<file path="src/gasm_pkg.sv">
// Package for the grid authentication sequence monitor.
// Holds the request and result types, the command and direction codes and
// the handshake stage encoding. Depends on nothing.
`timescale 1ns / 1ps
`default_nettype none

package gasm_pkg;

  // Default counter width for the frame counter and the histogram.
  localparam int COUNT_WIDTH_DEF = 32;

  // Histogram geometry: one entry per command byte value.
  localparam int CMD_W      = 8;
  localparam int HIST_DEPTH = 1 << CMD_W;

  // Reset value of the repeat limit register.
  localparam logic [7:0] REPEAT_LIMIT_RST = 8'd3;

  // Direction codes.
  localparam logic [2:0] DIR_MASTER   = 3'd1;
  localparam logic [2:0] DIR_TERMINAL = 3'd3;

  // Control byte that carries the authentication handshake.
  localparam logic [7:0] CTRL_AUTH = 8'h80;

  // Command codes.
  localparam logic [7:0] CMD_AUTH_REQ  = 8'h20;
  localparam logic [7:0] CMD_AUTH_CHAL = 8'h21;
  localparam logic [7:0] CMD_AUTH_RESP = 8'h22;
  localparam logic [7:0] CMD_AUTH_ACK  = 8'h23;
  localparam logic [7:0] CMD_REQ_50    = 8'h50;
  localparam logic [7:0] CMD_RPL_51    = 8'h51;
  localparam logic [7:0] CMD_REQ_52    = 8'h52;
  localparam logic [7:0] CMD_RPL_53    = 8'h53;
  localparam logic [7:0] CMD_REQ_54    = 8'h54;
  localparam logic [7:0] CMD_RPL_55    = 8'h55;
  localparam logic [7:0] CMD_REPEAT    = 8'h56;
  localparam logic [7:0] CMD_REQ_60    = 8'h60;
  localparam logic [7:0] CMD_RPL_61    = 8'h61;

  // Codes of the pair that a frame closes.
  localparam logic [2:0] PAIR_NONE = 3'd0;
  localparam logic [2:0] PAIR_5051 = 3'd1;
  localparam logic [2:0] PAIR_5253 = 3'd2;
  localparam logic [2:0] PAIR_5455 = 3'd3;
  localparam logic [2:0] PAIR_6061 = 3'd4;

  // Authentication handshake stage.
  typedef enum logic [2:0] {
    STG_NONE  = 3'd0,
    STG_GOT20 = 3'd1,
    STG_GOT21 = 3'd2,
    STG_GOT22 = 3'd3,
    STG_DONE  = 3'd4
  } auth_stage_t;

  // One decoded frame summary.
  typedef struct packed {
    logic       frame_valid;
    logic [2:0] direction;
    logic [7:0] control_byte;
    logic [7:0] command_byte;
  } in_item_t;

  // One result.
  typedef struct packed {
    logic [2:0]  auth_stage;
    logic        auth_done;
    logic        auth_first_done;
    logic        pair_5051_seen;
    logic        pair_5253_seen;
    logic        pair_5455_seen;
    logic        pair_6061_seen;
    logic [2:0]  pair_closed;
    logic        repeat_warning;
    logic [31:0] frame_total;
    logic [31:0] command_total;
  } out_item_t;

  // Status from the sequence tracker to the top level.
  typedef struct packed {
    logic [2:0]  auth_stage;
    logic        auth_done;
    logic        auth_first_done;
    logic [3:0]  seen;
    logic [2:0]  pair_closed;
    logic        repeat_warning;
    logic [31:0] frame_total;
  } seq_status_t;

endpackage

`default_nettype wire

</file>
<file path="src/gasm_seq.sv">
// Sequence tracker: handshake stage, request/reply pairing, repeat count,
// frame counter and the repeat limit register. Uses gasm_pkg.
`timescale 1ns / 1ps
`default_nettype none

module gasm_seq #(
  parameter int COUNT_WIDTH = gasm_pkg::COUNT_WIDTH_DEF
) (
  input  wire logic                  clk,
  input  wire logic                  rst_n,
  input  wire logic                  cfg_wr_en,
  input  wire logic [7:0]            cfg_wr_data,
  input  wire logic                  step_en,
  input  wire gasm_pkg::in_item_t    item,
  output gasm_pkg::seq_status_t      status
);
  import gasm_pkg::*;

  auth_stage_t            stage_r, stage_nxt;
  logic                   done_r, done_nxt;
  logic [3:0]             waiting_r, waiting_nxt;
  logic [3:0]             seen_r, seen_nxt;
  logic [7:0]             repeat_cnt_r, repeat_cnt_nxt;
  logic [COUNT_WIDTH-1:0] frame_cnt_r, frame_cnt_nxt;
  logic [7:0]             limit_r;
  logic                   first_done;
  logic [2:0]             closed;
  logic                   is_master;
  logic                   is_terminal;
  logic                   auth_ctl;
  logic [3:0]             req_hit;
  logic [3:0]             rpl_hit;
  logic [3:0]             close_hit;
  logic [63:0]            frame_ext;

  assign is_master   = item.frame_valid && (item.direction == DIR_MASTER);
  assign is_terminal = item.frame_valid && (item.direction == DIR_TERMINAL);
  assign auth_ctl    = item.frame_valid && (item.control_byte == CTRL_AUTH);

  // Handshake stage: next state.
  always_comb begin
    stage_nxt = stage_r;
    if (auth_ctl) begin
      if (is_master && (item.command_byte == CMD_AUTH_REQ)) begin
        stage_nxt = STG_GOT20;
      end else if (is_terminal && (item.command_byte == CMD_AUTH_CHAL) &&
                   (stage_r == STG_GOT20)) begin
        stage_nxt = STG_GOT21;
      end else if (is_master && (item.command_byte == CMD_AUTH_RESP) &&
                   (stage_r == STG_GOT21)) begin
        stage_nxt = STG_GOT22;
      end else if (is_terminal && (item.command_byte == CMD_AUTH_ACK) &&
                   (stage_r == STG_GOT22)) begin
        stage_nxt = STG_DONE;
      end
    end
  end

  // Handshake outputs: completion flag and its first-time pulse.
  always_comb begin
    first_done = (stage_nxt == STG_DONE) && (stage_r != STG_DONE) && !done_r;
    done_nxt   = done_r || ((stage_nxt == STG_DONE) && (stage_r != STG_DONE));
  end

  // Decode of the request and reply commands of the four pairs.
  always_comb begin
    req_hit = 4'b0000;
    rpl_hit = 4'b0000;
    case (item.command_byte)
      CMD_REQ_50: req_hit[0] = 1'b1;
      CMD_REQ_52: req_hit[1] = 1'b1;
      CMD_REQ_54: req_hit[2] = 1'b1;
      CMD_REQ_60: req_hit[3] = 1'b1;
      CMD_RPL_51: rpl_hit[0] = 1'b1;
      CMD_RPL_53: rpl_hit[1] = 1'b1;
      CMD_RPL_55: rpl_hit[2] = 1'b1;
      CMD_RPL_61: rpl_hit[3] = 1'b1;
      default: begin
        req_hit = 4'b0000;
        rpl_hit = 4'b0000;
      end
    endcase
  end

  // A reply closes a pair only while its request is waiting.
  assign close_hit   = is_terminal ? (rpl_hit & waiting_r) : 4'b0000;
  assign waiting_nxt = is_master ? (waiting_r | req_hit) : (waiting_r & ~close_hit);
  assign seen_nxt    = seen_r | close_hit;

  always_comb begin
    case (close_hit)
      4'b0001: closed = PAIR_5051;
      4'b0010: closed = PAIR_5253;
      4'b0100: closed = PAIR_5455;
      4'b1000: closed = PAIR_6061;
      default: closed = PAIR_NONE;
    endcase
  end

  // Saturating counters.
  always_comb begin
    repeat_cnt_nxt = repeat_cnt_r;
    if (is_master && (item.command_byte == CMD_REPEAT) && (repeat_cnt_r != 8'hFF)) begin
      repeat_cnt_nxt = repeat_cnt_r + 8'd1;
    end
    frame_cnt_nxt = frame_cnt_r;
    if (item.frame_valid && (frame_cnt_r != {COUNT_WIDTH{1'b1}})) begin
      frame_cnt_nxt = frame_cnt_r + 1'b1;
    end
  end

  // State registers advance only when the request leaves for the output stage.
  always_ff @(posedge clk) begin
    if (!rst_n) begin
      stage_r      <= STG_NONE;
      done_r       <= 1'b0;
      waiting_r    <= 4'b0000;
      seen_r       <= 4'b0000;
      repeat_cnt_r <= 8'd0;
      frame_cnt_r  <= '0;
    end else if (step_en) begin
      stage_r      <= stage_nxt;
      done_r       <= done_nxt;
      waiting_r    <= waiting_nxt;
      seen_r       <= seen_nxt;
      repeat_cnt_r <= repeat_cnt_nxt;
      frame_cnt_r  <= frame_cnt_nxt;
    end
  end

  // Repeat limit register.
  always_ff @(posedge clk) begin
    if (!rst_n) begin
      limit_r <= REPEAT_LIMIT_RST;
    end else if (cfg_wr_en) begin
      limit_r <= cfg_wr_data;
    end
  end

  // Result fields reflect the state after this request.
  assign frame_ext = 64'(frame_cnt_nxt);

  always_comb begin
    status.auth_stage      = stage_nxt;
    status.auth_done       = done_nxt;
    status.auth_first_done = first_done;
    status.seen            = seen_nxt;
    status.pair_closed     = closed;
    status.repeat_warning  = (repeat_cnt_nxt >= limit_r) && !seen_nxt[0];
    status.frame_total     = frame_ext[31:0];
  end

endmodule

`default_nettype wire

</file>
<file path="config.mk">
export PLATFORM = sky130hd
export DESIGN_NAME = gasm_seq
export DESIGN_NICKNAME = d
export VERILOG_FILES = /design/src/gasm_pkg.sv /design/src/gasm_seq.sv
export SDC_FILE = /design/constraint.sdc
export NUM_CORES = 1
export LEC_CHECK = 0
export BUFFER_PORTS_ARGS = -buffer_cell sky130_fd_sc_hd__buf_2
export CAP_MARGIN = 20
export CORE_ASPECT_RATIO = 0.5
export CORE_MARGIN = 3
export CORE_UTILIZATION = 56
export DETAILED_ROUTE_END_ITERATION = 8
export GPL_ROUTABILITY_DRIVEN = 0
export GPL_TIMING_DRIVEN = 1
export PLACE_DENSITY = 0.81
export SYNTH_ARGS = -nofsm -noshare
export SYNTH_HDL_FRONTEND = slang
export SYNTH_SLANG_ARGS = --single-unit
export TNS_END_PERCENT = 30
</file>
<file path="constraint.sdc">
create_clock -name clk -period 5.1 [get_ports clk]
set_clock_uncertainty 0.15 [all_clocks]
set_input_delay 1.275 -clock clk [delete_from_list [all_inputs] [get_ports clk]]
set_output_delay 1.275 -clock clk [all_outputs]
set_load 0.05 [all_outputs]
</file>
==> run metrics, run 1 <==
top-area cell type share of the netlist area 0.301; Reg area between 0.001 and 0.0015 mm²; number of global-route vias before repair 3543; total power 1230 µW; DRT iter0 DRCs about 340; Adder-Cell Fraction of Synth Area 0.0313; post-route ant nets 0; Largest stage delay, worst path 0.33 ns; commonest cells in the netlist dfxtp_1 (60), nor2_1 (42), nand2_1 (37); total vias in the final route 3860; WL met1 4470 µm; Cell Chain, Critical Path buf_2 -> and4bb_2 -> and4b_1 -> nand2_1 -> mux2_2 -> ha_1 -> a21oi_1 -> nor2b_1 -> o2111ai_2 -> a211oi_4 -> clkbuf_4; worst setup path end status[32]; Post-Syn Instances 511; drt wl/cell roughly 14 µm; worst setup path class in -> out; initial cell density of the core 0.587; layout cell share with drive strength beyond 1 0.198; core area 0.00681 mm²; Hold Crit Class reg -> reg; io pins 77; Setup crit end kind primary output; cell at the slowest stage of the critical path and4bb_2; CP Launch Type input pin; gr ovfl total 0; row cnt 21; CP max FO 5; Fmax achieved 203 MHz; Worst R2R Setup Slack ~2.4 ns; drt pass-1 iters 5; via density per instance 5.78; crit path from item[7]; syn nets roughly 550; Worst R2R End frame_cnt_r[28]; Final Setup Violations 0; HP Start seen_r[2]; most common cell in the netlist dfxtp_1; CTS tree built; # fillers ~580; met3 wire length 593 µm; Slew Limit Fails 0; mux share of post-synthesis cell area 0.0483; Post-synth EDFFs 0; Worst Tran Pin Value 0.908 ns; buffers and inverters on the worst path 2; Top FF cell, synth dfxtp_1; largest net degree at the start of global routing 39; Final Critical Period 4.92 ns; mapped cell area 0.00399 mm²; leakage power 0.00201 µW; chip width 125 µm; Seq cells post-synth 60; post-synthesis cell type count 53; Root Buffer clkbuf_16; die area 0.00824 mm²; Die Ht 65.7 µm; main combinational cell family by area after synthesis simple AND/OR/NAND/NOR gates; area grow syn2layout 19.1%; Routed WL 9580 µm; Worst R2R Path Depth 6; hold_buf cts 0; first-pass GRT wire length roughly 16000 µm; fin area between 0.004 and 0.005 mm²; Total GRT Usage 0.236; Fin. Hold Viols 0; placed cell areas 0.00438 mm²; Final Util 0.699; Detail Placement HPWL 6530 µm; clock tree buffer depth 2; Critical R2R Launch frame_cnt_r[0]; Pwr Density roughly 260 mW/mm²; Post-Synth Simple-Gate Area 0.335; highest metal used met4; DR WL met2 4400 µm; worst skew pair latency ~0.33 ns; max_cap viols 0; NumNets Final 613; DRC viols 0; asr flop ratio synth 0; CTS Buf Count 9; ANT cells 0; CP Data Arrival Time about 3.5 ns; Crit path depth 11; Avg Inst Size Synth between 7 and 8 µm²; Rel. slew slack 0.392; XOR/XNOR Fraction of Synth Area 0.0965; Synth area leaders dfxtp_1 (30%), xor2_1 (7.0%), mux2i_1 (4.3%); status completed; clk sinks 60; CTS H-tree depth 3; register area share after synthesis 0.301; Max rail drop VDD around 0.19 mV; initial antenna violation count 0; Req. time, crit path roughly 3.7 ns; leading area contributor after synthesis dfxtp_1; RSZ-0062 raised after global routing no; post-synthesis compound-gate area fraction 0.132; Syn. warnings 0; Final Cycle Share 0.965; setup TNS 0 ns; Clk pin slew, worst setup/hold paths 0.05 ns; area of the multi-input gates between 0.002 and 0.003 mm²; Top delay family on crit path simple AND/OR/NAND/NOR gates; IO buf count 76
power by group:
group	switching [µW]	internal, µW
registers	3.16	474
clock network	209	465
logic	49.1	26.8
total	261	966
area by class of cell:
class | instances | area share
Timing Repair Buffer | 83 | 0.0958
Multi-Input combinational cell | 401 | 0.544
Sequential cell | 60 | 0.253
Inverter | 16 | 0.0126
Tap cell | 92 | 0.0242
Clock buffer | 12 | 0.0561
Clock inverter | 4 | 0.0147
worst min path at each step:
stage | slack [ns] | endpoint | depth (start not counted)
CTS | 0.31 | seen_r[3] | 1
global route | 0.32 | seen_r[2] | 1
finish | 0.31 | seen_r[2] | 1
global placement | 0.29 | seen_r[2] | 1
floorplan | 0.28 | seen_r[1] | 2
detailed placement | 0.30 | seen_r[3] | 1
registers in the layout, indices dropped and copies added, names as in the netlist:
name          cells
seen_r            4
limit_r           8
stage_r           3
done_r            1
waiting_r         4
repeat_cnt_r      8
frame_cnt_r      32
worst reg2reg max path: cells and delay by family (launching register included):
| family | cells | cell delay (ns) |
|---|---|---|
| flops | 1 | 0.44 |
| compound gates | 2 | 0.60 |
| simple gates | 3 | 1.21 |
| fa+ha+maj | 1 | 0.25 |
cells in the final DEF, fill, tap and decap left out, types with 3 or more instances in the layout:
cell        n
mux2i_1    17
clkbuf_16   9
o31ai_1    10
ha_1       10
nand3_1    33
or3_1      16
nor4_1     15
a41oi_1     4
and4_1      3
xor2_1     32
nor3b_1     4
inv_1      15
or2_2       3
and2_1      4
nand4_1    15
or4_1       8
o21ai_0    20
buf_4       6
nor2_1     42
and3_1      9
nand2_1    37
nand2b_1   15
nor3_1     28
o211ai_1    5
xnor2_1    12
o21a_1      6
dfxtp_1    60
buf_2      75
a21oi_1    26
clkbuf_8    3
per-layer routing:
layer / track usage / vias up
li1: - / 1966
met1: 0.294 / 1775
met2: 0.393 / 106
met3: 0.0633 / 13
met4: 0.0959 / 0
met5: 0 / -
cell families (layout without fill, tap and decap cells):
| kind of cell | after synthesis | count (layout) |
|---|---|---|
| adder cells (fa/ha/maj) | 10 | 10 |
| XOR/XNOR | 44 | 44 |
| multiplexers | 19 | 19 |
| buffers and inverters | 50 | 115 |
| flip-flops | 60 | 60 |
| AO/OA/AOI/OAI | 81 | 81 |
| AND/OR/NAND/NOR | 247 | 247 |
per-stage QoR:
| stage | setup slack [ns] | hold slack (ns) | instances |
|---|---|---|---|
| 6_report | 0.179 | 0.308 | 668 |
| 4_1_cts | 0.148 | 0.311 | 667 |
| 3_3_place_gp | 0.181 | 0.288 | 651 |
| 3_5_place_dp | 0.168 | 0.298 | 651 |
| 5_1_grt | 0.0224 | 0.325 | 668 |
| 2_1_floorplan | 0.0331 | 0.279 | 511 |
what timing repair did:
action                                 4_1_cts  5_1_grt
endpoints found under the hold margin        0        0
buffers inserted                             0        0
gates resized for setup                      0        2
setup endpoints to repair                    0        1
Power figures use the tool's default switching activity.
==> run 2: changes to the inputs <==
--- a/config.mk
+++ b/config.mk
@@ -9,11 +9,11 @@
 export CAP_MARGIN = 20
 export CORE_ASPECT_RATIO = 0.5
 export CORE_MARGIN = 3
-export CORE_UTILIZATION = 56
+export CORE_UTILIZATION = 51
 export DETAILED_ROUTE_END_ITERATION = 8
 export GPL_ROUTABILITY_DRIVEN = 0
 export GPL_TIMING_DRIVEN = 1
-export PLACE_DENSITY = 0.81
+export PLACE_DENSITY = 0.77
 export SYNTH_ARGS = -nofsm -noshare
 export SYNTH_HDL_FRONTEND = slang
 export SYNTH_SLANG_ARGS = --single-unit
==> constraint.sdc (replaced) <==
create_clock -name clk -period 4.4 [get_ports clk]
set_clock_uncertainty 0.15 [all_clocks]
set_input_delay 1.1 -clock clk [delete_from_list [all_inputs] [get_ports clk]]
set_output_delay 1.1 -clock clk [all_outputs]
set_load 0.05 [all_outputs]
==> run 2 against run 1 <==
- the run now ends with negative setup slack left
- largest power group unchanged
- cell area is 2.8% higher
- register-to-register slack worse by 0.72 ns
- first-iteration DRC count decreased by 16%
==> run metrics, run 2 (synthesized netlist as in run 1, its figures left out) <==
status finished with violations; failing checks negative setup slack; post-route ant nets 0 (unchanged); Top delay family on crit path simple AND/OR/NAND/NOR gates; area grow syn2layout 22.4%; placed cell areas 0.00454 mm² (+3.6%); DRT iter0 DRCs 283 (-16%); IO buf count 76 (unchanged); Final Util 0.655 (-0.0437); row cnt 22 (+4.8%); Slew Limit Fails 0 (unchanged); Fmax achieved about 230 MHz; initial cell density of the core 0.535 (-0.0515); io pins 77 (unchanged); largest net degree at the start of global routing 39 (unchanged); ANT cells 0 (unchanged); max reg flops 32 (unchanged); Req. time, crit path 3.15 ns (-0.52 ns); clock tree buffer depth 2 (unchanged); CTS Buf Count 9 (unchanged); gr ovfl total 0 (unchanged); buffers and inverters on the worst path 3 (+1); Cell Chain, Critical Path buf_6 -> and4bb_2 -> and4b_2 -> buf_4 -> nand3_1 -> xnor2_1 -> ha_1 -> nand3_1 -> nand2_1 -> a21oi_2 -> a211oi_4 -> buf_6; Fin. Hold Viols 0 (unchanged); Detail Placement HPWL 6830 µm (+4.6%); NumNets Final 626 (+2.1%); CP max FO 8 (+3); initial antenna violation count 0 (unchanged); Final Setup Violations 1 (+1); Pwr Density 280 mW/mm² (+8.3%); Clk pin slew, worst setup/hold paths 0.05 ns (about the same); Setup crit end kind primary output; Setup WS pre-CTS -0.183 ns (-0.351 ns); first-pass GRT wire length 15900 µm (-0.43%); layout cell share with drive strength beyond 1 0.226 (+0.0283); Die Ht 68.6 µm (+4.4%); total vias in the final route 3932 (+1.9%); drt pass-1 iters 5 (unchanged); Largest stage delay, worst path 0.34 ns (about the same); final hold slack 0.311 ns (+0.00338 ns); DRC viols 0 (unchanged); max_cap viols 0 (unchanged); Final Critical Period 4.44 ns; Routed WL 9900 µm (+3.4%); Largest regs frame_cnt_r (32), limit_r (8), repeat_cnt_r (8); most frequent cells in the layout buf_2 (73), dfxtp_1 (60), nor2_1 (41), nand2_1 (36), nand3_1 (33); Hold Crit Class reg -> reg; drt wl/cell 14.2 µm (-0.75%); Final Cycle Share 1.01; chip width 131 µm (+4.6%); via density per instance 5.65 (-2.2%); cell at the slowest stage of the critical path ha_1; die area 0.00899 mm² (+9.1%); CTS tree built; Worst Tran Pin Value 0.931 ns (+0.0234 ns); RSZ-0062 raised after global routing yes; Biggest register frame_cnt_r; core area 0.00746 mm² (+9.6%); Total GRT Usage 0.215 (-0.0207); clk sinks 60 (unchanged); fin area 0.00489 mm² (+2.8%); Max rail drop VDD 0.180 mV (-7.4%); Root Buffer clkbuf_16; setup TNS -0.0385 ns (-0.0385 ns); number of global-route vias before repair 3391 (-4.3%); CP Data Arrival Time 3.19 ns (-0.31 ns); leakage power 0.00205 µW (+2.4%); most common cell after layout, fill and taps aside buf_2; CP Launch Type input pin; CTS H-tree depth 3 (unchanged); setup ws final -0.0385 ns (-0.218 ns); worst setup path class in -> out; worst skew pair latency 0.32 ns (about the same); Rel. slew slack 0.377 (-0.0153)
-- run 2: cell types whose count changed in the layout (fill, tap and decap cells not counted), sizes merged --
cell	previous run	this run
bufinv	2	1
clkinv	2	0
buf	82	96
clkbuf	13	14
-- run 2: layer usage --
metal  routed length, µm  GRT usage
met5                   0          0
met4                  81     0.0537
met3                 477     0.0565
met2                4570      0.369
met1                4780      0.279
-- run 2: worst reg2reg max path: cells and delay by family, from the launching register on --
kind | cells | cell delay (ns)
DFF | 1 | 0.43
adders and majority gates | 1 | 0.24
buffers and inverters | 1 | 0.35
and+or+nand+nor | 4 | 1.28
muxes | 1 | 0.16
-- run 2: timing repair --
item | in CTS | in global routing
hold buffers | 0 | 0
endpoints found under the setup margin | 1 | 1
resized for setup | 7 | 3
buffers inserted | 0 | 0
gates cloned | 0 | 0
pin swaps | 5 | 1
-- run 2: layout make-up --
cell class | count | area [µm²]
clock buffers | 14 | 274
clock inverters | 1 | 30.0
fillers | 655 | 2570
inverters | 16 | 60.1
multi-input cells | 401 | 2640
flip-flops and latches | 60 | 1200
well taps | 108 | 135
repair buffers | 96 | 549
-- run 2: metrics by stage --
| stage | power [µW] | instances |
|---|---|---|
| CTS | 1380 | 696 |
| global placement | 657 | 681 |
| detailed placement | 659 | 681 |
| global route | 1410 | 696 |
| finish | 1370 | 696 |
| floorplan | 623 | 511 |
-- run 2: worst paths after layout --
kind / depth (start not counted) / start / slack (ns) / end
worst max-delay path: 12 / item[7] / -0.04 / status[32]
worst min-delay path: 1 / seen_r[3] / 0.31 / seen_r[3]
worst max register to register: 7 / frame_cnt_r[0] / 1.67 / frame_cnt_r[23]
worst min register to register: 1 / seen_r[3] / 0.31 / seen_r[3]
-- run 2: where the power goes --
part | switching, µW | internal [µW] | total, µW
combinational | 59.3 | 39.2 | 98.5
clock | 233 | 481 | 715
sequential | 3.56 | 550 | 553
total | 296 | 1070 | 1370
==> run 3: changes to the inputs <==
--- a/config.mk
+++ b/config.mk
@@ -10,6 +10,7 @@
 export CORE_ASPECT_RATIO = 0.5
 export CORE_MARGIN = 3
 export CORE_UTILIZATION = 51
+export CTS_BUF_LIST = sky130_fd_sc_hd__clkbuf_16
 export DETAILED_ROUTE_END_ITERATION = 8
 export GPL_ROUTABILITY_DRIVEN = 0
 export GPL_TIMING_DRIVEN = 1
==> run 3 against run 2 <==
- the run still ends with negative setup slack left
- fmax is essentially flat
- wire length shrank 0.43%
- non-clock buffer count is the same
- cell count is the same
- via count grew 0.25%
- worst hold slack is essentially flat
- sequential cell count is the same
- highest routed layer unchanged
==> run metrics, run 3 (synthesized netlist as in run 1, its figures left out) <==
DRC viols 0 (unchanged); IO buf count 76 (unchanged); initial cell density of the core 0.535 (unchanged); Final Cycle Share 1.01 (about the same); Placed Cells 681 (unchanged); die area 0.00899 mm² (unchanged); number of global-route vias before repair 3379 (-0.35%); first-pass GRT wire length 15800 µm (-0.52%); io pins 77 (unchanged); most frequent cells in the layout buf_2 (73), dfxtp_1 (60), nor2_1 (41), nand2_1 (36), nand3_1 (33); final hold slack 0.311 ns (-0.000196 ns); Worst Tran Pin Value 0.953 ns (+0.0224 ns); leakage power 0.00205 µW (-0.42%); Setup crit end kind primary output; DRT iter0 DRCs 286 (+1.1%); CTS tree built; core area 0.00746 mm² (unchanged); Worst R2R Setup Slack 1.67 ns (about the same); Biggest register frame_cnt_r; Worst R2R End frame_cnt_r[23]; CTS Buf Count 9 (unchanged); via density per instance 5.66 (+0.25%); max_cap viols 0 (unchanged); Setup WS pre-CTS -0.183 ns (unchanged); Total GRT Usage 0.214 (-0.00130); status finished with violations; drt wl/cell 14.2 µm (-0.43%); Max rail drop VDD 0.178 mV (-0.80%); Die Ht 68.6 µm (unchanged); Layout Cells excl Fill 696 (unchanged); clk sinks 60 (unchanged); CP Launch Type input pin; max reg flops 32 (unchanged); CTS H-tree depth 3 (unchanged); chip width 131 µm (unchanged); Final Setup Violations 1 (unchanged); Fin. Hold Viols 0 (unchanged); largest net degree at the start of global routing 39 (unchanged); Fmax achieved 225 MHz (about the same); Routed WL 9860 µm (-0.43%); Int Power 1010 µW (-5.4%); clock tree buffer depth 2 (unchanged); setup TNS -0.0393 ns (-0.000765 ns); drt pass-1 iters 5 (unchanged); setup ws final -0.0393 ns (-0.000765 ns); Clk pin slew, worst setup/hold paths 0.05 ns (about the same); hold_buf cts 0 (unchanged); Critical R2R Launch frame_cnt_r[0]; Final Util 0.651 (-0.00403); NumNets Final 626 (unchanged); clock power share 0.502 (-0.021); layout cell share with drive strength beyond 1 0.221 (-0.00510); ANT cells 0 (unchanged); hold path endpoint seen_r[3]; most common cell after layout, fill and taps aside buf_2; initial antenna violation count 0 (unchanged); Detail Placement HPWL 6830 µm (unchanged); Slew Limit Fails 0 (unchanged); Logic pwr share 0.075 (+0.003); row cnt 22 (unchanged); total vias in the final route 3942 (+0.25%); area grow syn2layout 21.6%; Net Sw Frac 0.226 (+0.00931); RSZ-0062 raised after global routing yes; worst skew pair latency 0.32 ns (about the same); Pwr Density 270 mW/mm² (-3.6%); CP max FO 8 (unchanged); HP Start seen_r[3]; CP Data Arrival Time 3.19 ns (about the same); Root Buffer clkbuf_16; gr ovfl total 0 (unchanged); post-route ant nets 0 (unchanged); Rel. slew slack 0.362 (-0.0150); Req. time, crit path 3.15 ns (about the same); Flop pwr share 0.423 (+0.018); Psw 296 µW (-0.10%); worst setup path class in -> out; hold path depth 1 (unchanged); Largest regs frame_cnt_r (32), limit_r (8), repeat_cnt_r (8); failing checks negative setup slack; Worst R2R Path Depth 7 (unchanged); Hold Crit Class reg -> reg; Final Critical Period 4.44 ns (+0.000765 ns)
[run 3: what timing repair did]
item | in CTS | in global routing
pin swaps | 5 | 1
endpoints found under the setup margin | 1 | 1
buffers inserted | 0 | 0
gates resized for setup | 7 | 3
[run 3: power groups by stage]
stage	registers, µW	logic, µW	clock network, µW
4_1_cts	553	98.5	664
6_report	553	98.5	657
3_5_place_dp	564	94.7	0
2_1_floorplan	563	59.4	0
3_3_place_gp	564	92.8	0
5_1_grt	553	109	686
[run 3: stage by stage]
step | cell area, µm² | power (µW)
6_report | 4860 | 1310
4_1_cts | 4850 | 1320
2_1_floorplan | 4060 | 623
3_5_place_dp | 4540 | 659
3_3_place_gp | 4540 | 657
5_1_grt | 4860 | 1350
[run 3: worst max path at each step]
stage	slack (ns)	endpoint	start	cells past startpoint
4_1_cts	-0.05	status[32]	item[7]	11
3_5_place_dp	-0.18	status[32]	item[5]	11
2_1_floorplan	-0.14	status[32]	item[5]	10
5_1_grt	-0.12	status[32]	item[7]	12
3_3_place_gp	-0.18	status[32]	item[5]	11
6_report	-0.04	status[32]	item[7]	12
[run 3: routing by layer]
metal  GRT usage  routed length [µm]  share of wire
met2       0.365                4560           0.46
met1       0.278                4720           0.48
met4      0.0537                  82         0.0083
met3      0.0565                 493          0.050
met5           0                   0              0
[run 3: area by class of cell]
type,count,area [µm²]
fill,665,2600
tap,108,135
timing repair buffer,96,549
inverter,16,60.1
sequential,60,1200
clock inverter,6,48.8
clock buffer,9,225
multi-input combinational,401,2640
[run 3: worst max-delay path, stage by stage]
cell and delay (ns):
buf_6 0.09, and4bb_2 0.28, and4b_2 0.27, buf_4 0.16
nand3_1 0.11, xnor2_1 0.19, ha_1 0.34, nand3_1 0.08
nand2_1 0.08, a21oi_2 0.05, a211oi_4 0.25, buf_6 0.19
